File: config.mk
export PLATFORM = sky130hd
export DESIGN_NAME = button_multi_tap_hold_decoder
export DESIGN_NICKNAME = d
export VERILOG_FILES = /design/src/rtl/btn_dec_pkg.sv /design/src/rtl/btn_dec_cfg.sv /design/src/rtl/btn_dec_core.sv /design/src/rtl/btn_dec_out.sv /design/src/rtl/button_multi_tap_hold_decoder.sv
export VERILOG_INCLUDE_DIRS = /design/src /design/src/rtl
export SDC_FILE = /design/constraint.sdc
export NUM_CORES = 1
export LEC_CHECK = 0
export BUFFER_PORTS_ARGS = -buffer_cell sky130_fd_sc_hd__buf_2
export CORE_MARGIN = 2
export CORE_UTILIZATION = 30
export DETAILED_ROUTE_END_ITERATION = 12
export MAX_ROUTING_LAYER = met4
export SETUP_SLACK_MARGIN = 0.3
export SYNTH_ARGS = -nofsm -noshare
export SYNTH_HDL_FRONTEND = slang
export SYNTH_HIERARCHICAL = 1
export SYNTH_SLANG_ARGS = --single-unit
File: constraint.sdc
create_clock -name clk -period 4.5 [get_ports clk]
set_input_delay 0.225 -clock clk [delete_from_list [all_inputs] [get_ports clk]]
set_output_delay 0.225 -clock clk [all_outputs]
set_load 0.03 [all_outputs]
File: src/rtl/button_multi_tap_hold_decoder_macros.svh
// ----------------------------------------------------------------------------
// Button decoder assertion macros
// Shared concurrent assertion forms, clocked on clk and disabled in reset.
// ----------------------------------------------------------------------------
`ifndef BUTTON_MULTI_TAP_HOLD_DECODER_MACROS_SVH
`define BUTTON_MULTI_TAP_HOLD_DECODER_MACROS_SVH

// Same-cycle implication.
`define BTN_ASSERT_NOW(lbl, ante, cons, msg) \
  lbl: assert property (@(posedge clk) disable iff (rst) (ante) |-> (cons)) \
    else $error(msg);

// Next-cycle implication.
`define BTN_ASSERT_NEXT(lbl, ante, cons, msg) \
  lbl: assert property (@(posedge clk) disable iff (rst) (ante) |=> (cons)) \
    else $error(msg);

`endif

File: src/rtl/btn_dec_pkg.sv
// ----------------------------------------------------------------------------
// Button decoder package
// Types, register indexes, thresholds and the action table lookup.
// ----------------------------------------------------------------------------
package btn_dec_pkg;

  localparam int TICK_WIDTH = 16;
  localparam int CFG_W      = 16;
  localparam int CMP_W      = (TICK_WIDTH > CFG_W) ? TICK_WIDTH : CFG_W;
  localparam int TABLE_W    = 48;
  localparam int CODE_W     = 8;
  localparam int TAPS_W     = 4;
  localparam int INDEX_W    = 3;

  localparam logic [INDEX_W-1:0] REG_HOLD       = 3'd0;
  localparam logic [INDEX_W-1:0] REG_POWER_OFF  = 3'd1;
  localparam logic [INDEX_W-1:0] REG_UNPAIR     = 3'd2;
  localparam logic [INDEX_W-1:0] REG_TAP_WINDOW = 3'd3;
  localparam logic [INDEX_W-1:0] REG_ACTIONS    = 3'd4;

  localparam logic [CFG_W-1:0]   HOLD_RESET       = 16'd25;
  localparam logic [CFG_W-1:0]   POWER_OFF_RESET  = 16'd75;
  localparam logic [CFG_W-1:0]   UNPAIR_RESET     = 16'd250;
  localparam logic [CFG_W-1:0]   TAP_WINDOW_RESET = 16'd15;
  localparam logic [TABLE_W-1:0] ACTIONS_RESET    = '0;

  localparam logic [TAPS_W-1:0] TAPS_ONE       = 4'd1;
  localparam logic [TAPS_W-1:0] TAPS_HOLD_MAX  = 4'd3;
  localparam logic [TAPS_W-1:0] TAPS_POWER_OFF = 4'd4;
  localparam logic [TAPS_W-1:0] TAPS_UNPAIR    = 4'd5;
  localparam logic [TAPS_W-1:0] TAPS_SAT       = 4'd15;

  typedef enum logic [1:0] {
    PH_IDLE    = 2'd0,
    PH_PRESS   = 2'd1,
    PH_RELEASE = 2'd2,
    PH_WAIT    = 2'd3
  } phase_t;

  typedef enum logic [2:0] {
    EV_NONE      = 3'd0,
    EV_TAP       = 3'd1,
    EV_HOLD      = 3'd2,
    EV_POWER_OFF = 3'd3,
    EV_UNPAIR    = 3'd4,
    EV_IGNORED   = 3'd5
  } event_t;

  typedef struct packed {
    logic [CFG_W-1:0]   hold_ticks;
    logic [CFG_W-1:0]   power_off_ticks;
    logic [CFG_W-1:0]   unpair_ticks;
    logic [CFG_W-1:0]   tap_window_ticks;
    logic [TABLE_W-1:0] action_table;
  } cfg_t;

  typedef struct packed {
    event_t              ev;
    logic [TAPS_W-1:0]   taps;
    logic [CODE_W-1:0]   code;
  } result_t;

  // Slot (taps-1)*2+hold; zero outside one to three taps.
  function automatic logic [CODE_W-1:0] action_lookup(
    input logic [TABLE_W-1:0] tbl,
    input logic [TAPS_W-1:0]  tap_cnt,
    input logic               hold
  );
    logic [CODE_W-1:0] code;
    code = '0;
    unique case (tap_cnt)
      4'd1:    code = hold ? tbl[15:8]  : tbl[7:0];
      4'd2:    code = hold ? tbl[31:24] : tbl[23:16];
      4'd3:    code = hold ? tbl[47:40] : tbl[39:32];
      default: code = '0;
    endcase
    return code;
  endfunction

endpackage

File: src/rtl/btn_dec_cfg.sv
// ----------------------------------------------------------------------------
// Button decoder configuration registers
// Thresholds and action table, written one register per beat.
// ----------------------------------------------------------------------------
module btn_dec_cfg (
  input  logic                                clk,
  input  logic                                rst,
  input  logic                                cfg_valid,
  output logic                                cfg_ready,
  input  logic [btn_dec_pkg::INDEX_W-1:0]     cfg_index,
  input  logic [btn_dec_pkg::TABLE_W-1:0]     cfg_data,
  output btn_dec_pkg::cfg_t                   cfg
);

  logic wr;

  assign cfg_ready = 1'b1;
  assign wr        = cfg_valid && cfg_ready;

  always_ff @(posedge clk) begin
    if (rst) begin
      cfg.hold_ticks       <= btn_dec_pkg::HOLD_RESET;
      cfg.power_off_ticks  <= btn_dec_pkg::POWER_OFF_RESET;
      cfg.unpair_ticks     <= btn_dec_pkg::UNPAIR_RESET;
      cfg.tap_window_ticks <= btn_dec_pkg::TAP_WINDOW_RESET;
      cfg.action_table     <= btn_dec_pkg::ACTIONS_RESET;
    end else if (wr) begin
      // Drop writes to unknown indexes.
      unique case (cfg_index)
        btn_dec_pkg::REG_HOLD:       cfg.hold_ticks <= cfg_data[btn_dec_pkg::CFG_W-1:0];
        btn_dec_pkg::REG_POWER_OFF:  cfg.power_off_ticks <= cfg_data[btn_dec_pkg::CFG_W-1:0];
        btn_dec_pkg::REG_UNPAIR:     cfg.unpair_ticks <= cfg_data[btn_dec_pkg::CFG_W-1:0];
        btn_dec_pkg::REG_TAP_WINDOW: cfg.tap_window_ticks <= cfg_data[btn_dec_pkg::CFG_W-1:0];
        btn_dec_pkg::REG_ACTIONS:    cfg.action_table <= cfg_data;
        default: ;
      endcase
    end
  end

endmodule

File: src/rtl/btn_dec_core.sv
// ----------------------------------------------------------------------------
// Button decoder core
// Input register, phase machine with tick and tap counters, event decode.
// ----------------------------------------------------------------------------
module btn_dec_core (
  input  logic                  clk,
  input  logic                  rst,
  input  logic                  in_valid,
  output logic                  in_stall,
  input  logic                  pressed,
  input  logic                  take,
  input  btn_dec_pkg::cfg_t     cfg,
  output logic                  fire,
  output btn_dec_pkg::result_t  res
);

  logic                                  s1_valid;
  logic                                  s1_pressed;
  logic                                  accept;

  btn_dec_pkg::phase_t                   phase;
  btn_dec_pkg::phase_t                   phase_next;
  logic [btn_dec_pkg::TICK_WIDTH-1:0]    tick_count;
  logic [btn_dec_pkg::TICK_WIDTH-1:0]    tick_count_next;
  logic [btn_dec_pkg::TICK_WIDTH-1:0]    tick_inc;
  logic [btn_dec_pkg::TAPS_W-1:0]        tap_counter;
  logic [btn_dec_pkg::TAPS_W-1:0]        tap_counter_next;

  logic [btn_dec_pkg::CMP_W-1:0]         tick_cmp;
  logic                                  hit_power;
  logic                                  hit_unpair;
  logic                                  hit_hold;
  logic                                  window_over;

  assign in_stall = s1_valid && !take;
  assign accept   = in_valid && !in_stall;
  assign fire     = s1_valid && take;

  always_ff @(posedge clk) begin
    if (rst) begin
      s1_valid <= 1'b0;
    end else if (accept) begin
      s1_valid <= 1'b1;
    end else if (take) begin
      s1_valid <= 1'b0;
    end
  end

  always_ff @(posedge clk) begin
    if (accept) begin
      s1_pressed <= pressed;
    end
  end

  // Tick advances on every beat, unless a press or release restarts it, and holds at all ones.
  assign tick_inc = (tick_count == '1) ? tick_count : tick_count + 1'b1;
  assign tick_cmp = btn_dec_pkg::CMP_W'(tick_inc);

  assign hit_power   = (tap_counter == btn_dec_pkg::TAPS_POWER_OFF) &&
                       (tick_cmp >= btn_dec_pkg::CMP_W'(cfg.power_off_ticks));
  assign hit_unpair  = (tap_counter == btn_dec_pkg::TAPS_UNPAIR) &&
                       (tick_cmp >= btn_dec_pkg::CMP_W'(cfg.unpair_ticks));
  assign hit_hold    = (tap_counter <= btn_dec_pkg::TAPS_HOLD_MAX) &&
                       (tick_cmp >= btn_dec_pkg::CMP_W'(cfg.hold_ticks));
  assign window_over = tick_cmp > btn_dec_pkg::CMP_W'(cfg.tap_window_ticks);

  always_comb begin
    phase_next = phase;
    unique case (phase)
      btn_dec_pkg::PH_IDLE: begin
        if (s1_pressed) phase_next = btn_dec_pkg::PH_PRESS;
      end
      btn_dec_pkg::PH_PRESS: begin
        if (!s1_pressed) begin
          phase_next = btn_dec_pkg::PH_RELEASE;
        end else if (hit_power || hit_unpair || hit_hold) begin
          phase_next = btn_dec_pkg::PH_WAIT;
        end
      end
      btn_dec_pkg::PH_RELEASE: begin
        if (s1_pressed) begin
          phase_next = btn_dec_pkg::PH_PRESS;
        end else if (window_over) begin
          phase_next = btn_dec_pkg::PH_IDLE;
        end
      end
      btn_dec_pkg::PH_WAIT: begin
        if (!s1_pressed) phase_next = btn_dec_pkg::PH_IDLE;
      end
      default: phase_next = btn_dec_pkg::PH_IDLE;
    endcase
  end

  always_comb begin
    tick_count_next  = tick_inc;
    tap_counter_next = tap_counter;
    res.ev           = btn_dec_pkg::EV_NONE;
    res.taps         = '0;
    res.code         = '0;
    unique case (phase)
      btn_dec_pkg::PH_IDLE: begin
        if (s1_pressed) begin
          tap_counter_next = btn_dec_pkg::TAPS_ONE;
          tick_count_next  = '0;
        end
      end
      btn_dec_pkg::PH_PRESS: begin
        if (!s1_pressed) begin
          tick_count_next = '0;
        end else if (hit_power) begin
          res.ev   = btn_dec_pkg::EV_POWER_OFF;
          res.taps = tap_counter;
        end else if (hit_unpair) begin
          res.ev   = btn_dec_pkg::EV_UNPAIR;
          res.taps = tap_counter;
        end else if (hit_hold) begin
          res.ev   = btn_dec_pkg::EV_HOLD;
          res.taps = tap_counter;
          res.code = btn_dec_pkg::action_lookup(cfg.action_table, tap_counter, 1'b1);
        end
      end
      btn_dec_pkg::PH_RELEASE: begin
        if (s1_pressed) begin
          if (tap_counter < btn_dec_pkg::TAPS_SAT) tap_counter_next = tap_counter + 1'b1;
          tick_count_next = '0;
        end else if (window_over) begin
          res.taps = tap_counter;
          if (tap_counter <= btn_dec_pkg::TAPS_HOLD_MAX) begin
            res.ev   = btn_dec_pkg::EV_TAP;
            res.code = btn_dec_pkg::action_lookup(cfg.action_table, tap_counter, 1'b0);
          end else begin
            res.ev = btn_dec_pkg::EV_IGNORED;
          end
          tap_counter_next = '0;
        end
      end
      btn_dec_pkg::PH_WAIT: begin
        if (!s1_pressed) tap_counter_next = '0;
      end
      default: ;
    endcase
  end

  always_ff @(posedge clk) begin
    if (rst) begin
      phase       <= btn_dec_pkg::PH_IDLE;
      tick_count  <= '0;
      tap_counter <= '0;
    end else if (fire) begin
      phase       <= phase_next;
      tick_count  <= tick_count_next;
      tap_counter <= tap_counter_next;
    end
  end

endmodule

File: src/rtl/btn_dec_out.sv
// ----------------------------------------------------------------------------
// Button decoder output register
// Holds one result beat until the receiver takes it.
// ----------------------------------------------------------------------------
module btn_dec_out (
  input  logic                               clk,
  input  logic                               rst,
  input  logic                               fire,
  input  btn_dec_pkg::result_t               res,
  input  logic                               out_stall,
  output logic                               take,
  output logic                               out_valid,
  output logic [2:0]                         event_res,
  output logic [btn_dec_pkg::TAPS_W-1:0]     taps,
  output logic [btn_dec_pkg::CODE_W-1:0]     action_code
);

  assign take = !out_valid || !out_stall;

  always_ff @(posedge clk) begin
    if (rst) begin
      out_valid <= 1'b0;
    end else if (fire) begin
      out_valid <= 1'b1;
    end else if (!out_stall) begin
      out_valid <= 1'b0;
    end
  end

  always_ff @(posedge clk) begin
    if (fire) begin
      event_res   <= 3'(res.ev);
      taps        <= res.taps;
      action_code <= res.code;
    end
  end

endmodule

File: src/rtl/button_multi_tap_hold_decoder.sv
// ----------------------------------------------------------------------------
// Multi-tap / hold button decoder
// Turns one sampled button level per poll tick into tap, hold, power-off,
// unpair and ignored-taps events.
// ----------------------------------------------------------------------------
// One input beat can be taken every clock cycle and each produces exactly one
// result beat (event_res zero when nothing happened). A beat is caught in an
// input register, its phase/counter update and event decode are combinational,
// and the result lands in an output register, where it is presented until the
// receiver takes it. The combinational update sets the rate of one beat per
// cycle; the input stalls only while both registers are full and the receiver
// stalls. Configuration writes are taken every cycle and must land while no
// beat is in flight.
// ----------------------------------------------------------------------------
`include "button_multi_tap_hold_decoder_macros.svh"

module button_multi_tap_hold_decoder (
  input  logic                               clk,
  input  logic                               rst,
  input  logic                               cfg_valid,
  output logic                               cfg_ready,
  input  logic [btn_dec_pkg::INDEX_W-1:0]    cfg_index,
  input  logic [btn_dec_pkg::TABLE_W-1:0]    cfg_data,
  input  logic                               in_valid,
  output logic                               in_stall,
  input  logic                               pressed,
  output logic                               out_valid,
  input  logic                               out_stall,
  output logic [2:0]                         event_res,
  output logic [btn_dec_pkg::TAPS_W-1:0]     taps,
  output logic [btn_dec_pkg::CODE_W-1:0]     action_code
);

  btn_dec_pkg::cfg_t    cfg;
  btn_dec_pkg::result_t res;
  logic                 fire;
  logic                 take;

  btn_dec_cfg u_cfg (
    .clk       (clk),
    .rst       (rst),
    .cfg_valid (cfg_valid),
    .cfg_ready (cfg_ready),
    .cfg_index (cfg_index),
    .cfg_data  (cfg_data),
    .cfg       (cfg)
  );

  btn_dec_core u_core (
    .clk      (clk),
    .rst      (rst),
    .in_valid (in_valid),
    .in_stall (in_stall),
    .pressed  (pressed),
    .take     (take),
    .cfg      (cfg),
    .fire     (fire),
    .res      (res)
  );

  btn_dec_out u_out (
    .clk         (clk),
    .rst         (rst),
    .fire        (fire),
    .res         (res),
    .out_stall   (out_stall),
    .take        (take),
    .out_valid   (out_valid),
    .event_res   (event_res),
    .taps        (taps),
    .action_code (action_code)
  );

  `BTN_ASSERT_NOW(a_stall_only_when_blocked, in_stall, out_valid && out_stall, "input stalled while output free")
  `BTN_ASSERT_NEXT(a_fire_shows_result, fire, out_valid, "result beat lost")
  `BTN_ASSERT_NOW(a_none_is_empty, out_valid && (event_res == 3'(btn_dec_pkg::EV_NONE)), (taps == '0) && (action_code == '0), "empty event carries data")
  `BTN_ASSERT_NOW(a_code_only_tap_hold, out_valid && (event_res != 3'(btn_dec_pkg::EV_TAP)) && (event_res != 3'(btn_dec_pkg::EV_HOLD)), action_code == '0, "action code on non-action event")

endmodule

==> results of run 1 <==
[state kept, by name (all words and copies together) (netlist names)]
name                cells
u_cfg/cfg             112
u_core/s1_pressed       1
u_core/tap_counter      4
u_out/action_code       8
u_core/s1_valid         1
u_out/taps              4
u_core/phase            2
u_core/tick_count      16
u_out/event_res         3
u_out/out_valid         1
[synthesized netlist by cell type (12+ instances only)]
cell,number,area (um2)
a21oi_1,47,235
a22oi_1,16,120
buf_2,15,75.1
clkbuf_1,27,101
dfxtp_1,136,2720
edfxtp_1,16,480
ha_1,74,926
inv_1,75,282
mux2i_1,112,1120
nand2_1,58,218
nand2b_1,145,907
nand3_1,12,60.1
nand4_1,12,75.1
nor2_1,66,248
o21ai_0,25,125
[worst reg2reg max path: stages, from the launching register on]
cell	delay (ps)
dfxtp_1	410
and4_4	290
nand4_4	120
or4_4	560
nand3_1	200
nor2_1	120
xor2_2	260
ha_1	320
a21oi_1	170
o21ai_0	130
a221oi_1	290
o211a_1	320
o21ai_1	120
a22o_2	290
a311oi_1	280
a41o_1	120
[path summary, 6_finish.rpt]
check	startpoint	endpoint	slack [ps]
worst max-delay path	u_core/tick_count[5]$_SDFFE_PP0P_	u_core/tap_counter[1]$_SDFFE_PP0P_	460
worst min register to register	u_core/tick_count[9]$_SDFFE_PP0P_	u_core/tick_count[9]$_SDFFE_PP0P_	470
worst min-delay path	out_stall	u_out/out_valid$_SDFFE_PP0P_	50
worst max register to register	u_core/tick_count[5]$_SDFFE_PP0P_	u_core/tap_counter[1]$_SDFFE_PP0P_	460
[final cells by class]
type                       count  area (um2)  share of cell area, %
tap                          384         480                   4.72
sequential                   152        3200                   31.5
clock inverter                15         195                   1.92
inverter                      75         282                   2.77
multi-input combinational    689        5120                   50.3
clock buffer                  17         425                   4.18
timing repair buffer          87         478                   4.69
[power breakdown]
group	total (uW)	switching, uW	internal [uW]
logic	243	143	100
clock network	1520	666	853
registers	1420	21.5	1400
total	3180	830	2350
[per-layer routing]
metal / global-route usage, % / vias to the layer above / wire [um]
met4: 3.99 / 0 / 221
li1: - / 3436 / -
met3: 2.28 / 12 / 973
met1: 20.6 / 3282 / 11000
met2: 24.3 / 167 / 10500
met5: - / - / 0
[timing repair]
| action | CTS | global route |
|---|---|---|
| endpoints found under the hold margin | 2 | 0 |
| setup endpoints to repair | 10 | 20 |
| pin swaps | 0 | 2 |
| resized for setup | 2 | 15 |
| hold buffers | 2 | 0 |
| cloned | 0 | 1 |
[cell families (layout without fill, tap and decap cells)]
group | Yosys count | after routing
fa+ha+maj | 74 | 74
flops | 152 | 152
buf+inv | 128 | 194
other cells | 1 | 1
mux | 113 | 113
xor+xnor | 12 | 12
simple gates | 343 | 343
compound gates | 145 | 146
[stage by stage]
stage                     cell area [um2]  std cells  util (%)
after floorplan                      8770        968         -
after global placement               9440       1384      32.8
after detailed placement             9440       1384      32.8
after CTS                           10100       1418      35.1
after global routing                10200       1419      35.4
final                               10200       1419      35.4
==> results.txt, run 1 <==
The run finished with clean final reports. The die covers 0.0306 mm2. The max capacitance violation total is 0, and the count of buffering cells on the critical path with inverters included is 0. The number of post-CTS setup repair buffers was 0. During placement, the flow inserted port buffers numbering 73. The half-perimeter wire length of the detailed placement result is 16,600 um, and the worst slack at placement is 283 ps. The synthesized netlist devotes 10.7% of its cell area to compound gates. The routed length per placed instance is 15.9 um, and the highest net fanout along the worst path is 7. For the total number of clock tree sinks, the log shows 152. Leading register cell type out of synthesis: dfxtp_1.

The total of flip-flops plus latches after synthesis is 152. The run gives 15.4% as the total track usage. The count of nets left with antenna violations once routing finished came out at 0. The tools report the leakage power figure as 0.00432 uW.

Summing the areas of all xor and xnor instances in the mapped netlist gives 1.20% of the synthesized area. The required time of the critical path is 4870 ps, and the final worst setup slack is 459 ps. Derived from the worst setup path, the maximum achievable clock frequency is 247 MHz.

Summed over all layers, the global routing overflow is 0. Setup total negative slack on the finished layout was measured at 0 ps. The tree is rooted in a clkbuf_16. On the critical path, the stage with the largest delay is an instance of or4_4.

The fraction of synthesized area in multiplexers is 12.9%, and the number of buffers inserted during clock tree synthesis is 17. Startpoint-to-endpoint class of the critical path: reg2reg. The first-iteration detailed-routing DRC count is 451. The first detailed-routing pass ran for 6 iterations. Pin placement for this block handled 75 I/O pins. The number of endpoints failing setup at the final stage was 0.

The design draws 3180 uW. After floorplanning, the core was divided into 62 placement rows. Fill cells in the final layout number 2,907. The fraction of layout instances using a drive strength above 1 is 14.2%, and the fraction of the mapped netlist area in simple logic gates is 21.9%. The post-synthesis instance total is 968, and the via count of the first global-routing pass is 6,830. Setup repair after global routing left no endpoint under its margin. Portion of the clock cycle consumed by the worst path in the final layout: 89.8%. Measured in cells, the most critical reg-to-reg path has a length of 15. Compared with the post-synthesis result, the final layout area differs by 16.0%. The number of different library cells used by synthesis comes to 69. For the starting utilization of the core area, the log shows 30.5%. Traced cell by cell, the critical path runs through and4_4 -> nand4_4 -> or4_4 -> nand3_1 -> nor2_1 -> xor2_2 -> ha_1 -> a21oi_1 -> o21ai_0 -> a221oi_1 -> o211a_1 -> o21ai_1 -> a22o_2 -> a311oi_1 -> a41o_1. The die is 175 um tall. The run gives 0 as the number of diodes added for antenna fixing. The horizontal die dimension was 175 um. Hold timing on the final database bottoms out at a slack of 45.7 ps. The routed via count divided by cell count works out to 4.86.

The core region is 0.0288 mm2. The post-layout net count was 1,153. VDD sags by at most 0.206 mV.

Vias after detailed routing: 6,897. Share of synthesized flip-flops with an asynchronous set or reset: 0%. Final count of pins violating max slew: 0. The count of final hold-check violations is 0, and the number of gates on the worst path with buffers counted is 15.

The tools report the total length of routed wires as 22,600 um. The wire length of the first global-routing pass is 36,300 um. The endpoint type of the worst setup path is a flop. A synthesized cell averages 9.06 um2. The logs give 6 for the count of warnings emitted by yosys and 103 for the largest net degree at the start of global routing.

The share of synthesized cell area in full adder, half adder and majority cells is 10.6%, and the fraction of the yosys area taken by sequential cells is 36.5%. In this design, the stage delay of the slowest critical-path cell is 560 ps. The number of antenna violations at the first check in global routing is 0, and the final RePlAce weighted congestion is 0.873. After detailed routing, the number of remaining DRC violations is 0. The net count after synthesis was 1,099; the total number of H-tree levels was 4.

In the layout the commonest cells are 145 x nand2b_1, 135 x dfxtp_1, 112 x mux2i_1, 75 x inv_1, 74 x ha_1. The clock passes through at most 2 buffers. At the later pin of the worst-skew pair, clock insertion delay measures 430 ps.

For the pin with the worst max-slew slack, the measured transition is 1140 ps. The data arrival time at the worst-slack endpoint is 4410 ps. TritonCTS built the clock tree. Clock-pin slew was measured on the worst setup and hold paths at 70 ps. The main combinational cell family by area after synthesis is simple AND/OR/NAND/NOR gates. The library cell used most frequently in the layout, excluding fill and tap cells, is nand2b_1. Worst hold-check path type: in2reg. The worst hold path was traced through 3 stages.

Worst setup skew after layout: 13.3 ps. The combined area of all synthesized cells was 0.00877 mm2; the shortest clock period the worst path allows after layout was 4040 ps. In this design, the largest share of critical-path delay is due to compound AO/OA/AOI/OAI gates. Measured against its own limit, the worst slew margin works out to 23.5%.

Number of enable flip-flop cells after synthesis: 16. Dividing total power by cell area gives a power density of 312 mW/mm2. STA classifies the critical path startpoint as a flop.
(Power assumes the default switching activity.)
==> run 2: changes to the inputs <==
--- a/config.mk
+++ b/config.mk
@@ -10,6 +10,7 @@
 export CORE_MARGIN = 2
 export CORE_UTILIZATION = 30
 export DETAILED_ROUTE_END_ITERATION = 12
+export GPL_TIMING_DRIVEN = 0
 export MAX_ROUTING_LAYER = met4
 export SETUP_SLACK_MARGIN = 0.3
 export SYNTH_ARGS = -nofsm -noshare
==> results.txt, run 2 (synthesis results as in run 1) <==
Filler cell count: 2,916. The total number of H-tree levels is 4. TritonCTS built the clock tree. Across the whole layout, storage elements account for 0.00321 mm2. The via count of the first global-routing pass is 6,896.

The logs give 7,076 for the vias after detailed routing and 30.5% for the starting utilization of the core area. After detailed placement, the design holds a cell count of 1,421. The area growth from synthesis to layout is 20.4%. The floorplan has 62 rows. Leaving out filler cells and counting taps, the final layout contains 1,463. Headroom to the max-slew limit came out at 45.2%.

The routed via count divided by cell count is 4.84. The largest registers in the layout are u_cfg/cfg (112), u_core/tick_count (16), u_out/action_code (8). After detailed routing, the average wire length per cell comes to 16.4 um. The endpoint type of the worst setup path is a flop.

Before CTS, the worst setup slack after placement is -178 ps. The final RePlAce weighted congestion is 0.821, and the total number of clock tree sinks is 152. The flip-flop count of the largest register, all copies and words added came out at 112.

The highest net fanout along the worst path was 9; the portion of the clock cycle consumed by the worst path in the final layout was 91.1%. Worst hold-check path type: in2reg. At the worst endpoint, the arrival time is 4400 ps. The max capacitance violation total was 0; the clock network latency to the later pin of the worst-skew pair was 440 ps. Power comes to 3230 uW.

The count of final hold-check violations is 0. For the post-layout net count, the log shows 1,197. After floorplanning, the core was sized to cover 0.0288 mm2.

Cells fill 36.7% of the core in the end. Clock-pin slew of the registers on the worst-case setup and hold paths: 70 ps. The clock passes through at most 2 buffers.

The cell depth of the worst min-delay path came out at 3. The power density of the placed cells works out to 306 mW/mm2. Number of cell instances on the worst register-to-register path: 14.

Setup repair after global routing left no endpoint under its margin. The flow ran to the end, and the final reports show no timing, DRC or antenna violations. Adding up every negative setup slack in the final design gives 0 ps. The library cell used most frequently in the layout, excluding fill and tap cells, is nand2b_1. The die covers 0.0306 mm2. The final count of pins violating max slew was 0.

The logs give 0.00447 uW for the leakage power figure and 26 for the largest net degree at the start of global routing. Summed over all nets, the half-perimeter wirelength after detailed placement is 17,800 um. The die is 175 um tall. After detailed routing, the total wire length is 23,900 um.

For the number of buffers inserted during clock tree synthesis, the log shows 17. The run gives 4800 ps as the required time of the critical path. For this block, the initial DRC count from the detailed router was 559.

The remaining antenna violation count after routing is 0. In the layout the commonest cells are 145 x nand2b_1, 134 x dfxtp_1, 112 x mux2i_1, 82 x buf_2, 75 x inv_1. The port buffer count came out at 69.

The worst setup path is launched from a flop. Global routing finished with a remaining overflow of 0. The wire length of the first global-routing pass was 37,900 um; the shortest clock period the worst path allows after layout was 4100 ps.

The largest register by flop count was u_cfg/cfg. IR analysis of the VDD net gives a maximum drop of 0.190 mV. The number of endpoints failing setup at the final stage is 0, and the total track usage is 16.3%. In the final layout, the share of cells above drive strength 1 is 17.1%.

Setup slack on the critical path of the routed design comes to 399 ps. Clock tree synthesis selected as its root buffer the cell clkbuf_16. The area used by multi-input combinational logic was 0.00526 mm2; the number of antenna violations at the first check in global routing was 0. In the routed design, unresolved DRC markers number 0.

The horizontal die dimension works out to 175 um. The critical path in this run is classified as reg2reg. Slew at the pin with the worst max-slew slack: 820 ps. The tools report the maximum clock frequency as 244 MHz.

The count of TritonRoute iterations in the first routing pass was 7. 0 antenna diodes ended up in the layout. For the worst setup skew after layout, the log shows 17.1 ps. The I/O pin total came out at 75.
run 2: final cells by class:
cell class / count / area share (%)
multi-input cells: 688 / 49.8
inverters: 75 / 2.67
clock buffers: 19 / 4.40
flip-flops and latches: 152 / 30.4
well taps: 384 / 4.55
clock inverters: 13 / 1.58
plain buffers: 52 / 2.59
repair buffers: 80 / 4.08
run 2: worst paths after layout:
check,from,to,slack [ps]
worst max-delay path,u_core/tick_count[1]$_SDFFE_PP0P_,u_out/taps[0]$_DFFE_PP_,400
worst min-delay path,in_valid,u_core/s1_valid$_SDFFE_PP0P_,20
worst max register to register,u_core/tick_count[1]$_SDFFE_PP0P_,u_out/taps[0]$_DFFE_PP_,400
worst min register to register,u_cfg/cfg[90]$_SDFFE_PP0P_,u_cfg/cfg[90]$_SDFFE_PP0P_,470
run 2: routing by layer:
metal	share of wire [%]	wire, um	up-vias	GRT usage [%]
met5	0	0	-	-
met4	1.6	389	0	4.93
met3	3.6	851	25	2.26
met2	45	10800	147	24.9
met1	50	11900	3383	22.4
li1	-	-	3521	-
run 2: timing repair:
item | 4_1_cts | 5_1_grt
hold buffers | 1 | 0
pin swaps | 4 | 19
resized for setup | 16 | 33
setup buffers | 3 | 7
endpoints found under the setup margin | 21 | 20
endpoints found under the hold margin | 1 | 0
run 2: through the flow:
stage               cell area [um2]  hold slack (ps)
floorplan                      8770              297
global placement               9600              405
detailed placement             9600              406
CTS                           10400             6.32
global route                  10600             40.3
finish                        10600             22.8
run 2: worst max-delay path, cell delays in order (launching register included):
cell and delay, ps:
dfxtp_1 460, ha_1 210, buf_6 150, nand4_1 100
or4_1 400, buf_4 190, and3_2 250, xor2_2 200
ha_1 340, nand4_1 170, a2111o_1 410, o211a_4 180
or4b_4 530, a31oi_2 210, and2_1 140
run 2: report_power, final:
part / internal, uW / leakage (uW) / switching (uW) / total, uW
logic: 108 / 0.00290 / 156 / 264
clock network: 895 / 0.000315 / 659 / 1550
registers: 1400 / 0.00126 / 20.5 / 1420
